**src/rtl/stli_pkg.sv**
```systemverilog
`timescale 1ns / 1ps
// ----------------------------------------------------------------------------
// stli_pkg
// Shared types and codes for the sorted-table linear interpolator.
// ----------------------------------------------------------------------------
package stli_pkg;

    localparam logic [1:0] MODE_CLEAR  = 2'd0;
    localparam logic [1:0] MODE_INSERT = 2'd1;
    localparam logic [1:0] MODE_QUERY  = 2'd2;

    localparam logic [1:0] ST_OK     = 2'd0;
    localparam logic [1:0] ST_RANGE  = 2'd1;
    localparam logic [1:0] ST_TOOFEW = 2'd2;
    localparam logic [1:0] ST_FULL   = 2'd3;

    typedef struct packed {
        logic [1:0]         mode;
        logic signed [31:0] x_value;
        logic signed [31:0] y_value;
    } t_in_item;

    typedef struct packed {
        logic signed [31:0] y_result;
        logic [1:0]         status;
    } t_out_item;

    typedef enum logic [1:0] {
        OP_CLEAR,
        OP_INSERT,
        OP_QUERY,
        OP_NOP
    } t_op;

    typedef struct packed {
        t_op                op;
        logic signed [31:0] x;
        logic signed [31:0] y;
    } t_cmd;

    typedef struct packed {
        logic valid;
        t_cmd cmd;
    } t_cmd_q;

endpackage

```
**src/rtl/stli_front.sv**
```systemverilog
`timescale 1ns / 1ps
// ----------------------------------------------------------------------------
// stli_front
// Accepts input beats, decodes the mode and holds them in a two-entry queue.
// ----------------------------------------------------------------------------
module stli_front (
    input  logic                i_clk,
    input  logic                i_rst_n,
    input  logic                i_in_valid,
    output logic                o_in_stall,
    input  stli_pkg::t_in_item  i_in_data,
    output stli_pkg::t_cmd_q    o_cmd,
    input  logic                i_pop
);

    stli_pkg::t_cmd r_ent [2];
    logic           r_wp;
    logic           r_rp;
    logic [1:0]     r_num;
    stli_pkg::t_cmd w_cmd;
    logic           w_push;
    logic           w_pop;

    always_comb begin
        w_cmd.x = i_in_data.x_value;
        w_cmd.y = i_in_data.y_value;
        case (i_in_data.mode)
            stli_pkg::MODE_CLEAR:  w_cmd.op = stli_pkg::OP_CLEAR;
            stli_pkg::MODE_INSERT: w_cmd.op = stli_pkg::OP_INSERT;
            stli_pkg::MODE_QUERY:  w_cmd.op = stli_pkg::OP_QUERY;
            default:               w_cmd.op = stli_pkg::OP_NOP;
        endcase
    end

    assign o_in_stall  = (r_num == 2'd2);
    assign w_push      = i_in_valid && !o_in_stall;
    assign w_pop       = i_pop && (r_num != 2'd0);
    assign o_cmd.valid = (r_num != 2'd0);
    assign o_cmd.cmd   = r_ent[r_rp];

    always_ff @(posedge i_clk) begin
        if (!i_rst_n) begin
            r_wp  <= 1'b0;
            r_rp  <= 1'b0;
            r_num <= 2'd0;
        end else begin
            if (w_push) begin
                r_wp <= ~r_wp;
            end
            if (w_pop) begin
                r_rp <= ~r_rp;
            end
            r_num <= r_num + 2'(w_push) - 2'(w_pop);
        end
    end

    always_ff @(posedge i_clk) begin
        if (w_push) begin
            r_ent[r_wp] <= w_cmd;
        end
    end

endmodule

```
**config.mk**
```make
export PLATFORM = sky130hd
export DESIGN_NAME = stli_front
export DESIGN_NICKNAME = d
export VERILOG_FILES = /design/src/rtl/stli_pkg.sv /design/src/rtl/stli_front.sv
export SDC_FILE = /design/constraint.sdc
export NUM_CORES = 1
export LEC_CHECK = 0
export ABC_AREA = 0
export BUFFER_PORTS_ARGS = -buffer_cell sky130_fd_sc_hd__buf_2
export CAP_MARGIN = 0
export CORE_MARGIN = 8
export CORE_UTILIZATION = 54
export CTS_BUF_LIST = sky130_fd_sc_hd__clkbuf_2 sky130_fd_sc_hd__clkbuf_4 sky130_fd_sc_hd__clkbuf_8
export CTS_CLUSTER_SIZE = 30
export DETAILED_ROUTE_END_ITERATION = 6
export MAX_ROUTING_LAYER = met4
export PLACE_DENSITY = 0.82
export SETUP_SLACK_MARGIN = 0.15
export SYNTH_ARGS = -nofsm -noshare
export SYNTH_HDL_FRONTEND = slang
export SYNTH_SLANG_ARGS = --single-unit
```
**constraint.sdc**
```tcl
create_clock -name i_clk -period 5.25 [get_ports i_clk]
set_input_delay 0.2625 -clock i_clk [delete_from_list [all_inputs] [get_ports i_clk]]
set_output_delay 0.2625 -clock i_clk [all_outputs]
set_load 0.02 [all_outputs]
```
Word-level counts from Yosys, hierarchy flattened --
Memory sizes are Yosys's and may differ from the RTL's. A register that Yosys moved wholly into a read port is not among the register bits. Index checks and enable logic that the tools add are counted.
Cells by class: bitwise operators 2, eq/ne operators 3, muxes and demuxes 5, reduce and logical (&&, ||, !) cells 5, add/sub/neg operators 2
Operators by type and width (number):
- $pmux W2 S3 | 1
- $eq A2 B2 Y1 const B | 2
- $mux W1 | 4
- $add A2 B1 Y2 | 1
- $eq A2 B1 Y1 const B | 1
- $logic_and A1 B1 Y1 | 2
- $logic_not A2 Y1 | 1
- $not A1 Y1 | 2
- $reduce_bool A2 Y1 | 1
- $sub A2 B1 Y2 | 1
- $logic_not A1 Y1 | 1
Word-level totals: register bits 4, RAM bits 132, word-level logic and storage cells 21, memories 1
Memories:
- r_ent | depth 2, bits a word 66, rd ports 1, clocked after Yosys merged registers in 1, write ports 1, RTL line stli_front.sv:16 | stli_pkg::t_cmd r_ent [2];

Longest topological paths before layout --
depth after elaboration 5, gate-level depth with buffers 8, gate-level depth less buffers 8

Worst setup path after synthesis --
OpenSTA, ideal clock, no wires.
path type reg2reg, start point reg r_num[0], end point mem r_ent[0][0] (netlist bit) (enable), clock period less this slack 3829 ps, data arrival time 3339 ps, library setup time 490 ps, buffers on the path 0, data required time 4760 ps, setup slack 1421 ps, cell stages (with the launch flop) 4, path through dfxtp_1 nand2b_1 nand2_1 nor2_1
Between the ends: longest elaborated chain between the ends 5
RTL lines:
- from (decl) | RTL line stli_front.sv:19 | logic [1:0] r_num;
- from (signal assigned) | RTL line stli_front.sv:53 | r_num <= r_num + 2'(w_push) - 2'(w_pop);
- $eq A2 B2 Y1 | RTL line stli_front.sv:35 | assign o_in_stall = (r_num == 2'd2);
- $logic_not A1 Y1 | RTL line stli_front.sv:36 | assign w_push = i_in_valid && !o_in_stall;
- $logic_and A1 B1 Y1 | RTL line stli_front.sv:36
- $mux W1 | RTL line stli_front.sv:58 | if (w_push) begin
- $mux W1 (implied by the code) | RTL line stli_front.sv:59 | r_ent[r_wp] <= w_cmd;
- to (decl) | RTL line stli_front.sv:16
No other way between the ends.

==> impl_results.md <==
- Status: finished clean
- CTS H-tree depth: 4
- Reg2reg start: r_num[0]$_SDFF_PN0_
- Achievable clock frequency: 419.3 MHz
- Mapped Area: 5167 µm²
- Area of the multi-input gates: 1027 µm²
- Initial drt markers: 141
- Layout area overhead: 24.38%
- Most frequent cells in the layout: 137 x buf_2, 132 x edfxtp_1, 40 x mux2_4
- DP Wirelength: 6394 µm
- Worst-skew pair later-pin latency: 410 ps
- Crit path DAT: 2120 ps
- HP Start: i_in_data[22]
- Pwr/cell area: 526.2 nW/µm²
- Clock transition at the registers of the reported paths: 80 ps
- Post-CTS Resized: 0
- Sequential fraction of the synthesis area: 0.7864
- Die Y: 113.8 µm
- Vias per inst: 4.887
- Post-Route WL: 9394 µm
- DRC: 0
- Combinational group share of total power: 0.282
- Antenna diodes: 0
- Ports: 138
- Total track usage: 0.1487
- Vias in the first global route: 2856
- Grt total ovfl: 0
- Post-route ant nets: 0
- Final period util: 0.4543
- # clock sinks: 137
- DR pass1 iterations: 4
- FP Rows: 35
- Finished Cell Area: 6427 µm²
- Max VDD drop: 0.3391 mV
- PnR worst setup slack: 2865 ps
- Worst-margin pin slew: 1096 ps
- CTS Buf Count: 17
- Yosys reg bits: 137
- Crit path kind: reg -> out
- GP Congestion: 0.6943
- Startpoint type of the worst setup path: flip-flop
- Die Width: 113.8 µm
- Die area: 12960 µm²
- Port bufs: 137
- Critical Path RT: 4990 ps
- CTS tree: yes
- Leak: 2.517 nW
- Register area: 4068 µm²
- Commonest non-fill, non-tap cell in the layout: buf_2
- Final Max Slew Viols: 0
- Clock Power Share: 0.260
- Layout fillers: 632
- Max Buffers Root-to-Sink: 2
- YS warnings: 0
- Post-DP Area: 5968 µm²
- DP Cell Count: 493
- Setup TNS Final: 0 ps
- Syn_nets: 306
- Syn Area/Cell: 22.08 µm²
- Hold depth: 1
- Hold Fails Final Rpt: 0
- Crit end category: output pin
- Largest net degree at the start of global routing: 67
- Post-route insts no fill: 529
- Seq pwr share: 0.458
- Pre-CTS WS: 2848 ps
- Max Cap Violations: 0
- Final nets: 459
- Final Critical Period: 2385 ps
- Skew final: 9.071 ps
- Switching power: 1.043 mW
- Synthesized instance count: 234
- WL per Instance: 17.76 µm
- Sw Ratio: 0.3085
- Hold Path Class: in -> reg
- Max-slew headroom: 0.2694
- Distinct cells, synth: 20
- Initial antenna violation count: 0
- RSZ-0062 raised after global routing: false
- Root buf cell: clkbuf_8
- Crit path max fanout: 66
- First-pass GRT wire length: 14330 µm
- Pint: 2.339 mW
- Initial Util: 0.5566
- Vias: 2585
- Core Box Area: 9284 µm²
- Setup Viol. Count Final: 0
- Number of cells on the worst reg-to-reg path: 4
- Layout cells sized above 1: 0.6025
==> power by group through the flow <==
stage	Sequential, mW	Combinational [mW]	Clock, mW
finish	1.55	0.953	0.880
global route	1.58	1.01	0.937
CTS	1.55	0.964	0.894
detailed placement	1.58	0.961	0
global placement	1.56	0.944	0
floorplan	1.48	0.771	0
==> layout make-up <==
class	count	area share
Tap cell	129	0.02511
Clock inverter	13	0.02647
Sequential cell	137	0.6329
Timing Repair Buffer	143	0.1152
Inverter	3	0.001752
Clock buffer	19	0.03874
Multi-Input combinational cell	85	0.1598
==> state kept, by name (all words and copies together), names as in the netlist, named ones only <==
name and count:
r_ent 132, r_wp 1, r_num 2, r_rp 1
==> cells in the mapped netlist <==
master | count | area, µm²
nand2_1 | 2 | 7.510
mux2_4 | 40 | 600.6
nand2b_1 | 2 | 12.51
ha_1 | 2 | 25.02
nor2_1 | 4 | 15.01
edfxtp_1 | 132 | 3964
xor2_1 | 1 | 8.760
and2_1 | 2 | 12.51
buf_2 | 2 | 10.01
mux2_2 | 26 | 292.8
or2_2 | 1 | 6.260
and3_1 | 1 | 6.260
nor3_1 | 1 | 5.000
o21a_1 | 1 | 7.510
buf_6 | 5 | 56.30
clkbuf_1 | 2 | 7.510
xnor2_1 | 1 | 8.760
dfxtp_1 | 5 | 100.1
inv_1 | 3 | 11.26
mux2i_1 | 1 | 10.01
==> routing by layer <==
metal	share of wire	GRT usage	vias up
met4	0.0080	0.04348	0
li1	-	-	1213
met2	0.49	0.2398	113
met1	0.44	0.1713	1252
met3	0.069	0.05441	7
met5	0	-	-
==> cells by family (layout without fill, tap and decap cells) <==
logic type / count (synthesis) / in the layout / synth area share
AOI/OAI and AO/OA: 1 / 1 / 0.001453
muxes: 67 / 67 / 0.1748
buffers and inverters: 12 / 178 / 0.01646
and+or+nand+nor: 13 / 13 / 0.01259
DFF: 137 / 137 / 0.7864
adders and majority gates: 2 / 2 / 0.004842
xor gates and xnor gates: 2 / 2 / 0.003390
==> stage by stage <==
step	util	hold WS [ps]	total power, mW
after global routing	0.6923	0.1549	3.523
after global placement	0.6429	449.4	2.508
final	0.6923	34.25	3.382
after detailed placement	0.6429	455.0	2.539
after CTS	0.6880	5.062	3.414
after floorplan	-	361.4	2.250
==> final timing paths <==
path	to	slack [ps]
max	o_cmd[18]	2860
min	r_ent[1][22]$_DFFE_PP_	30
max reg2reg	r_ent[0][44]$_DFFE_PP_	2910
min reg2reg	r_wp$_SDFFE_PN0N_	540
==> repair_timing <==
item	4_1_cts	5_1_grt
hold buffers	0	4
endpoints found under the hold margin	0	8
setup buffers	0	0
==> critical path, stage by stage (launching register included) <==
cell and delay [ps]:
dfxtp_4 1030, mux2_2 430, buf_2 160
(Power assumes the default switching activity.)
